$ cat config.mk
export PLATFORM = sky130hd
export DESIGN_NAME = button_press_classifier_core_flat
export DESIGN_NICKNAME = d
export VERILOG_FILES = /design/src/rtl/bpc_pkg.sv /design/src/rtl/bpc_if.sv /design/src/rtl/button_press_classifier_core.sv /design/src/flat_wrapper.sv
export SDC_FILE = /design/constraint.sdc
export NUM_CORES = 2
export LEC_CHECK = 0
export BUFFER_PORTS_ARGS = -buffer_cell sky130_fd_sc_hd__buf_2
export CORE_MARGIN = 10
export CORE_UTILIZATION = 55
export CTS_CLUSTER_DIAMETER = 30
export DETAILED_ROUTE_END_ITERATION = 7
export PLACE_DENSITY_LB_ADDON = 0.3
export SLEW_MARGIN = 15
export SYNTH_ARGS = -nofsm -noshare
export SYNTH_HDL_FRONTEND = slang
export SYNTH_SLANG_ARGS = --single-unit
$ cat constraint.sdc
create_clock -name clk -period 10.56 [get_ports clk]
set_input_delay 1.056 -clock clk [delete_from_list [all_inputs] [get_ports clk]]
set_output_delay 1.056 -clock clk [all_outputs]
set_load 0.05 [all_outputs]
$ cat src/rtl/bpc_pkg.sv
// shared constants and types for the button press classifier
`timescale 1ns / 1ps
`default_nettype none
package bpc_pkg;

  localparam int TIMER_BITS_DEF = 20;
  localparam int SHORT_IDLE_MS = 10000;

  localparam int CFG_ADDR_W = 3;
  localparam int CFG_DATA_W = 20;
  localparam int LONG_W = 20;
  localparam int SPAN_W = 20;
  localparam int MS_W = 16;

  localparam logic [CFG_ADDR_W-1:0] REG_LONG_PRESS = 3'd0;
  localparam logic [CFG_ADDR_W-1:0] REG_DOUBLE_EN = 3'd1;
  localparam logic [CFG_ADDR_W-1:0] REG_DEBOUNCE = 3'd2;
  localparam logic [CFG_ADDR_W-1:0] REG_REPEAT_START = 3'd3;
  localparam logic [CFG_ADDR_W-1:0] REG_REPEAT_INTERVAL = 3'd4;
  localparam logic [CFG_ADDR_W-1:0] REG_DOUBLE_WINDOW = 3'd5;
  localparam logic [CFG_ADDR_W-1:0] REG_RAMP_SPAN = 3'd6;
  localparam logic [CFG_ADDR_W-1:0] REG_RAMP_FINAL = 3'd7;

  localparam logic [MS_W-1:0] DEBOUNCE_RST = 16'd50;
  localparam logic [MS_W-1:0] REPEAT_START_RST = 16'd500;
  localparam logic [MS_W-1:0] REPEAT_INTERVAL_RST = 16'd100;
  localparam logic [MS_W-1:0] DOUBLE_WINDOW_RST = 16'd300;
  localparam logic [MS_W-1:0] RAMP_FINAL_RST = 16'd100;

  typedef enum logic [1:0] {
    EV_NONE   = 2'd0,
    EV_SHORT  = 2'd1,
    EV_LONG   = 2'd2,
    EV_DOUBLE = 2'd3
  } press_event_t;

endpackage
`default_nettype wire

$ cat src/rtl/bpc_if.sv
// handshake channel interfaces for samples, events and configuration
`timescale 1ns / 1ps
`default_nettype none
interface bpc_in_if;
  logic valid;
  logic ready;
  logic button_down;
  modport source (output valid, output button_down, input ready);
  modport sink (input valid, input button_down, output ready);
endinterface

interface bpc_out_if;
  logic       valid;
  logic       ready;
  logic [1:0] press_event;
  modport source (output valid, output press_event, input ready);
  modport sink (input valid, input press_event, output ready);
endinterface

interface bpc_cfg_if;
  logic                             valid;
  logic                             ready;
  logic [bpc_pkg::CFG_ADDR_W-1:0]   addr;
  logic [bpc_pkg::CFG_DATA_W-1:0]   data;
  modport source (output valid, output addr, output data, input ready);
  modport sink (input valid, input addr, input data, output ready);
endinterface
`default_nettype wire

$ cat src/rtl/button_press_classifier_core.sv
// button press classifier: debounce, short/long/double press and autorepeat
//
// Channels: sample carries one button level per millisecond tick, result
// returns exactly one press_event item per sample (none, short, long or
// double), cfg writes the eight control registers by index and is always
// ready; write it only while no sample is in flight.
// Each sample is accepted, passes a multiply state and, when the autorepeat
// ramp interval must be computed, a restoring divider that retires one
// quotient bit per cycle, then a finish state loads the result register.
// sample.ready is high only while the sequencer is idle, so a new sample is
// not taken until the previous one has left the finish state.
// The result register decouples the sides: a new sample is taken while an
// earlier event waits; when the receiver stalls, the finishing sample waits
// in the finish state until the result register frees up.
// Synchronous reset loads register defaults, clears the level, pressed and
// long flags and the timers, and sets the short-press timer to 10000 ms
// (or the timer maximum when narrower).
`timescale 1ns / 1ps
`default_nettype none
module button_press_classifier_core #(
  parameter int TIMER_BITS = bpc_pkg::TIMER_BITS_DEF
) (
  input  wire logic    clk,
  input  wire logic    rst,
  bpc_in_if.sink       sample,
  bpc_out_if.source    result,
  bpc_cfg_if.sink      cfg
);

  localparam int CW = (TIMER_BITS > bpc_pkg::LONG_W) ? TIMER_BITS : bpc_pkg::LONG_W;
  localparam int QW = TIMER_BITS + bpc_pkg::MS_W;
  localparam int CNT_W = $clog2(QW);
  localparam int SW = bpc_pkg::SPAN_W;
  localparam int MW = bpc_pkg::MS_W;
  localparam logic [TIMER_BITS-1:0] TIMER_MAX = '1;
  localparam logic [TIMER_BITS-1:0] SHORT_RST =
    (TIMER_BITS >= 14) ? TIMER_BITS'(bpc_pkg::SHORT_IDLE_MS) : TIMER_MAX;

  typedef enum logic [1:0] {S_IDLE, S_MUL, S_DIV, S_FIN} state_t;

  state_t state;

  logic [bpc_pkg::LONG_W-1:0] long_press_ms;
  logic                       double_enable;
  logic [MW-1:0]              debounce_ms;
  logic [MW-1:0]              repeat_start_ms;
  logic [MW-1:0]              repeat_interval_ms;
  logic [MW-1:0]              double_window_ms;
  logic [SW-1:0]              ramp_span_ms;
  logic [MW-1:0]              ramp_final_ms;

  logic                  prior_level;
  logic                  stable_pressed;
  logic                  long_reported;
  logic [TIMER_BITS-1:0] since_change_ms;
  logic [TIMER_BITS-1:0] since_repeat_ms;
  logic [TIMER_BITS-1:0] since_short_ms;

  logic                  cur_level;
  logic [TIMER_BITS-1:0] t_cur;
  logic [TIMER_BITS-1:0] r_cur;
  logic [QW-1:0]         num;
  logic [SW-1:0]         rem;
  logic [CNT_W-1:0]      count;
  logic                  out_valid;
  logic [1:0]            out_event;

  // ramp helpers
  logic          b_ge_a;
  logic [MW-1:0] abs_delta;
  logic [CW-1:0] t_ext;
  logic [CW-1:0] r_ext;
  logic [TIMER_BITS-1:0] t_off;
  logic          need_div;
  logic [SW:0]   rem_shift;
  logic          rem_ge;
  logic [MW-1:0] gap;

  // event evaluation
  bpc_pkg::press_event_t ev;
  logic                  lr_next;
  logic                  sp_next;
  logic [TIMER_BITS-1:0] rep_next;
  logic [TIMER_BITS-1:0] ss_next;
  logic                  out_free;

  assign b_ge_a = ramp_final_ms >= repeat_interval_ms;
  assign abs_delta = b_ge_a ? ramp_final_ms - repeat_interval_ms
                            : repeat_interval_ms - ramp_final_ms;
  assign t_ext = CW'(t_cur);
  assign r_ext = CW'(r_cur);
  assign t_off = TIMER_BITS'(t_ext - CW'(repeat_start_ms));
  assign need_div = cur_level && (t_ext >= CW'(debounce_ms)) && (long_press_ms == '0)
                    && (t_ext > CW'(repeat_start_ms)) && (ramp_span_ms != '0);

  assign rem_shift = {rem, num[QW-1]};
  assign rem_ge = rem_shift >= {1'b0, ramp_span_ms};

  always_comb begin
    if (ramp_span_ms == '0) begin
      gap = repeat_interval_ms;
    end else if (num >= QW'(abs_delta)) begin
      gap = ramp_final_ms;
    end else if (b_ge_a) begin
      gap = repeat_interval_ms + num[MW-1:0];
    end else begin
      gap = repeat_interval_ms - num[MW-1:0];
    end
  end

  always_comb begin
    ev = bpc_pkg::EV_NONE;
    lr_next = long_reported;
    sp_next = stable_pressed;
    rep_next = r_cur;
    ss_next = since_short_ms;
    if (t_ext >= CW'(debounce_ms)) begin
      if (cur_level) begin
        if ((long_press_ms != '0) && (t_ext >= CW'(long_press_ms)) && !long_reported) begin
          ev = bpc_pkg::EV_LONG;
          lr_next = 1'b1;
        end
        if ((long_press_ms == '0) && !stable_pressed) begin
          ev = bpc_pkg::EV_SHORT;
        end
        if ((long_press_ms == '0) && (t_ext > CW'(repeat_start_ms))
            && (r_ext > CW'(gap))) begin
          ev = bpc_pkg::EV_SHORT;
          rep_next = '0;
        end
      end else begin
        if (stable_pressed && !long_reported) begin
          if (double_enable && (CW'(since_short_ms) < CW'(double_window_ms))) begin
            ev = bpc_pkg::EV_DOUBLE;
          end else if (long_press_ms != '0) begin
            ss_next = '0;
            ev = bpc_pkg::EV_SHORT;
          end
        end
        lr_next = 1'b0;
      end
      sp_next = cur_level;
    end
  end

  assign out_free = !out_valid || result.ready;

  assign sample.ready = (state == S_IDLE);
  assign cfg.ready = 1'b1;
  assign result.valid = out_valid;
  assign result.press_event = out_event;

  always_ff @(posedge clk) begin
    if (rst) begin
      state <= S_IDLE;
      out_valid <= 1'b0;
      long_press_ms <= '0;
      double_enable <= 1'b0;
      debounce_ms <= bpc_pkg::DEBOUNCE_RST;
      repeat_start_ms <= bpc_pkg::REPEAT_START_RST;
      repeat_interval_ms <= bpc_pkg::REPEAT_INTERVAL_RST;
      double_window_ms <= bpc_pkg::DOUBLE_WINDOW_RST;
      ramp_span_ms <= '0;
      ramp_final_ms <= bpc_pkg::RAMP_FINAL_RST;
      prior_level <= 1'b0;
      stable_pressed <= 1'b0;
      long_reported <= 1'b0;
      since_change_ms <= '0;
      since_repeat_ms <= '0;
      since_short_ms <= SHORT_RST;
    end else begin
      if ((state == S_FIN) && out_free) begin
        out_valid <= 1'b1;
      end else if (result.valid && result.ready) begin
        out_valid <= 1'b0;
      end
      if (cfg.valid) begin
        unique case (cfg.addr)
          bpc_pkg::REG_LONG_PRESS:      long_press_ms <= cfg.data[bpc_pkg::LONG_W-1:0];
          bpc_pkg::REG_DOUBLE_EN:       double_enable <= cfg.data[0];
          bpc_pkg::REG_DEBOUNCE:        debounce_ms <= cfg.data[MW-1:0];
          bpc_pkg::REG_REPEAT_START:    repeat_start_ms <= cfg.data[MW-1:0];
          bpc_pkg::REG_REPEAT_INTERVAL: repeat_interval_ms <= cfg.data[MW-1:0];
          bpc_pkg::REG_DOUBLE_WINDOW:   double_window_ms <= cfg.data[MW-1:0];
          bpc_pkg::REG_RAMP_SPAN:       ramp_span_ms <= cfg.data[SW-1:0];
          bpc_pkg::REG_RAMP_FINAL:      ramp_final_ms <= cfg.data[MW-1:0];
          default: ;
        endcase
      end
      unique case (state)
        S_IDLE: begin
          if (sample.valid) begin
            cur_level <= sample.button_down;
            if (sample.button_down != prior_level) begin
              t_cur <= '0;
              r_cur <= '0;
            end else begin
              t_cur <= since_change_ms;
              r_cur <= since_repeat_ms;
            end
            state <= S_MUL;
          end
        end
        S_MUL: begin
          num <= QW'(t_off) * QW'(abs_delta);
          rem <= '0;
          count <= CNT_W'(QW - 1);
          state <= need_div ? S_DIV : S_FIN;
        end
        S_DIV: begin
          num <= {num[QW-2:0], rem_ge};
          rem <= rem_ge ? SW'(rem_shift - {1'b0, ramp_span_ms}) : rem_shift[SW-1:0];
          count <= count - 1'b1;
          if (count == '0) begin
            state <= S_FIN;
          end
        end
        S_FIN: begin
          if (out_free) begin
            out_event <= ev;
            prior_level <= cur_level;
            stable_pressed <= sp_next;
            long_reported <= lr_next;
            since_change_ms <= (t_cur == TIMER_MAX) ? t_cur : t_cur + 1'b1;
            since_repeat_ms <= (rep_next == TIMER_MAX) ? rep_next : rep_next + 1'b1;
            since_short_ms <= (ss_next == TIMER_MAX) ? ss_next : ss_next + 1'b1;
            state <= S_IDLE;
          end
        end
        default: state <= S_IDLE;
      endcase
    end
  end

endmodule
`default_nettype wire

$ cat src/flat_wrapper.sv
// flat-port wrapper written by rule: the top's interface ports become plain ports
module button_press_classifier_core_flat 
#(
  parameter int TIMER_BITS = bpc_pkg::TIMER_BITS_DEF
)
  (clk, rst, sample_valid, sample_button_down, sample_ready, result_valid, result_press_event, result_ready, cfg_valid, cfg_addr, cfg_data, cfg_ready);
  bpc_in_if sample_i ();
  bpc_out_if result_i ();
  bpc_cfg_if cfg_i ();
  input  wire logic clk;
  input  wire logic rst;
  input wire logic [$bits(sample_i.valid)-1:0] sample_valid;
  input wire logic [$bits(sample_i.button_down)-1:0] sample_button_down;
  output wire logic [$bits(sample_i.ready)-1:0] sample_ready;
  output wire logic [$bits(result_i.valid)-1:0] result_valid;
  output wire logic [$bits(result_i.press_event)-1:0] result_press_event;
  input wire logic [$bits(result_i.ready)-1:0] result_ready;
  input wire logic [$bits(cfg_i.valid)-1:0] cfg_valid;
  input wire logic [$bits(cfg_i.addr)-1:0] cfg_addr;
  input wire logic [$bits(cfg_i.data)-1:0] cfg_data;
  output wire logic [$bits(cfg_i.ready)-1:0] cfg_ready;
  assign sample_i.valid = sample_valid;
  assign sample_i.button_down = sample_button_down;
  assign sample_ready = sample_i.ready;
  assign result_valid = result_i.valid;
  assign result_press_event = result_i.press_event;
  assign result_i.ready = result_ready;
  assign cfg_i.valid = cfg_valid;
  assign cfg_i.addr = cfg_addr;
  assign cfg_i.data = cfg_data;
  assign cfg_ready = cfg_i.ready;
  button_press_classifier_core #(.TIMER_BITS(TIMER_BITS)) u_core (.clk(clk), .rst(rst), .sample(sample_i), .result(result_i), .cfg(cfg_i));
endmodule
==> run_results.csv <==
group,metric,value,unit
sta,report.final.slew_viol_count,0,
clocking,hold_buffers,0,
setup_path,required,10.91,ns
logic_synthesis,seq_area_frac_synth,24.2,%
detailed_routing,antenna_left,0,
sta,fmax,0.0990,GHz
status,outcome,"finished, final reports clean",
logic_synthesis,synth.area.top_cells,"fa_1 18%, dfxtp_1 13%, ha_1 12%",
logic_synthesis,synth_top_family_by_area,"adder cells",
clocking,clock-root-buffer,"clkbuf_16",
sta,hold_viol,0,
global_route,grt_use_total,26.4,%
placement,dp_slack,0.240,ns
logic_synthesis,syn-num-nets,3917,
logic_synthesis,avgSynthCellArea,8.52,um2
logic_synthesis,synth_xor_area_share,4.32,%
logic_synthesis,synth_most_common_cell,"nand2_1",
sta,finalWorstSetupSlack,0.459,ns
detailed_routing,routedWlPerCell,19.6,um
floorplanning,ios,34,
finish,fin_util,62.5,%
floorplanning,fp-row-count,83,
logic_synthesis,synth_edf_count,105,
setup_path,cp-end-kind,"flop",
floorplanning,die_w,248,um
detailed_routing,vias,24100,
detailed_routing,drt-vias-per-instance,5.86,
setup_path,max_stage_delay,0.55,ns
placement,detailed_place_hpwl,59700,um
clocking,cts_sinks,292,
setup_path,cp_common_cell,"fa_1",
logic_synthesis,syn_area,28500,um2
clocking,clk_latency,0.62,ns
sta,period_needed,10.10,ns
sta,maxSlewHeadroom,17.8,%
logic_synthesis,synthAdderAreaFrac,30.3,%
sta,tightest_slew,1.23,ns
logic_synthesis,synth_compound_area_share,13.4,%
setup_path,slowest_stage,"fa_1",
clocking,cts-buffers-inserted,75,
logic_synthesis,synth_top_cell_area_share,17.9,%
floorplanning,initial_core_util,55.6,%
setup_path,worstPathArrival,10.45,ns
floorplanning,fp.coreArea,51300,um2
sta,setup_tns,0,ns
clocking,cts_tree,"built",
logic_synthesis,ys_types,82,
global_route,grt_max_degree,94,
setup_path,start_kind,"flop",
logic_synthesis,yosysTopAreaCell,"fa_1",
sta,period_share,95.7,%
logic_synthesis,synth_simple_gate_area_share,18.9,%
logic_synthesis,synth_seq_cells,292,
logic_synthesis,synth_common_cells,"575 x nand2_1, 432 x inv_1, 283 x ha_1",
detailed_routing,drt_first_pass_iters,8,
global_route,antenna_found_initial,4,
finish,finish.net_count,3947,
clocking,htreeDepth,3,
floorplanning,die_h,248,um
sta,setup_viol,0,
detailed_routing,drtIter0Drc,1979,
setup_path,critPathKind,"reg2reg",
global_route,grt_pass1_wl,129000,um
detailed_routing,drt_wl_total,80700,um
logic_synthesis,syn-instance-count,3350,
logic_synthesis,synth_mux_area_share,1.24,%
sta,clock_skew,0.0293,ns
logic_synthesis,synth-main-ff-cell,"dfxtp_1",
global_route,globalRoute.totalOverflow,0,
logic_synthesis,ys_warn_count,0,
detailed_routing,drc_errors,0,
clocking,path_clk_slew,0.05,ns
logic_synthesis,ys_async_sr_fraction,0,%
placement,portBuffers,32,
floorplanning,die_area,61400,um2
finish,drive_gt1_share,7.56,%
run,maxCapViolCount,0,
sta,grt_setup_unrepaired,"no",
global_route,grt_pass1_vias,24600,
finish,syn2layout_area_growth,12.2,%
placement,routabilityCongestion,0.941,
clocking,clock_path_buffers,3,
worst_hold_path,hp-class,"reg2reg",
setup_path,cp_max_fo,19,
[through the flow]
stage / hold slack, ns / area (um2) / std cells
2_1_floorplan: 0.417 / 28500 / 3350
3_3_place_gp: 0.426 / 29500 / 3978
3_5_place_dp: 0.437 / 29500 / 3978
4_1_cts: 0.446 / 32000 / 4115
5_1_grt: 0.473 / 32000 / 4121
6_report: 0.441 / 32000 / 4122
[per-layer routing]
| layer | vias up | GRT usage [%] | routed length, um |
|---|---|---|---|
| met5 | - | 0 | 31 |
| met4 | 4 | 11.1 | 3200 |
| met3 | 195 | 4.45 | 6890 |
| met2 | 1000 | 42.9 | 37500 |
| met1 | 11700 | 34.3 | 33200 |
| li1 | 11200 | - | - |
[sequential cells by signal, summed over array words and instances, names as in the netlist, 20 cells and up]
| signal | flops |
|---|---|
| u_core.rem | 20 |
| u_core.long_press_ms | 20 |
| u_core.ramp_span_ms | 20 |
| u_core.since_short_ms | 20 |
| u_core.num | 36 |
| u_core.t_cur | 20 |
| u_core.since_repeat_ms | 20 |
| u_core.since_change_ms | 20 |
| u_core.r_cur | 20 |
[cell usage in the layout, fill, tap and decap left out, types with 9 or more instances in the layout]
master	count
clkbuf_16	77
nor3_1	27
ha_1	282
a211oi_1	24
xor2_1	60
a31oi_1	19
xnor2_1	77
or3b_1	9
nand4_1	34
buf_2	31
a21oi_1	228
clkbuf_1	16
and3_1	20
nor2b_1	69
mux2i_1	27
nor2_1	171
nand2b_1	37
clkinv_2	11
a21o_1	59
dfxtp_1	187
nand3_1	47
a31o_2	9
edfxtp_1	105
buf_4	57
nand2_1	575
and4_1	13
o21bai_1	12
clkinv_1	9
and2_1	60
or2_2	9
o21ai_0	131
or3_1	23
o211ai_1	36
fa_1	255
nor4_1	22
o21a_1	21
inv_1	431
[critical path, delay by kind of cell, from the launching register on]
| family | cells | cell delay [ns] |
|---|---|---|
| adders and majority gates | 9 | 4.08 |
| AOI/OAI and AO/OA | 12 | 2.73 |
| buffers and inverters | 9 | 0.99 |
| and+or+nand+nor | 4 | 0.69 |
| muxes | 2 | 0.51 |
| xor gates and xnor gates | 2 | 0.45 |
| DFF | 1 | 0.38 |
[timing repair]
item                       CTS  global route
gates resized for setup      0             4
setup buffers                0             4
setup endpoints to repair    0             3
[final cells by class]
type | instances | area, um2
multi-input combinational | 2487 | 19600
fill | 4304 | 19300
sequential | 292 | 6900
clock buffer | 100 | 2080
inverter | 436 | 1640
tap | 680 | 851
timing repair buffer | 88 | 583
clock inverter | 37 | 425
antenna | 2 | 5.00
[logic make-up (layout without fill, tap and decap cells)]
logic type      count (synthesis)  after routing
compound gates                617            617
buf+inv                       572            661
fa+ha+maj                     538            538
other cells                     1              3
flops                         292            292
mux                            34             34
xor+xnor                      140            140
simple gates                 1156           1157
[path summary, 6_finish.rpt]
check | depth (start not counted) | startpoint | slack [ns] | end
max | 38 | u_core.ramp_final_ms[0] | 0.46 | u_core.num[35]
min | 2 | u_core.since_repeat_ms[9] | 0.44 | u_core.since_repeat_ms[9]
max reg2reg | 38 | u_core.ramp_final_ms[0] | 0.46 | u_core.num[35]
min reg2reg | 2 | u_core.since_repeat_ms[9] | 0.44 | u_core.since_repeat_ms[9]
Power is left out: the tool's default activity adds up to more than one toggle a clock period on the data nets, which glitch-free logic cannot reach.
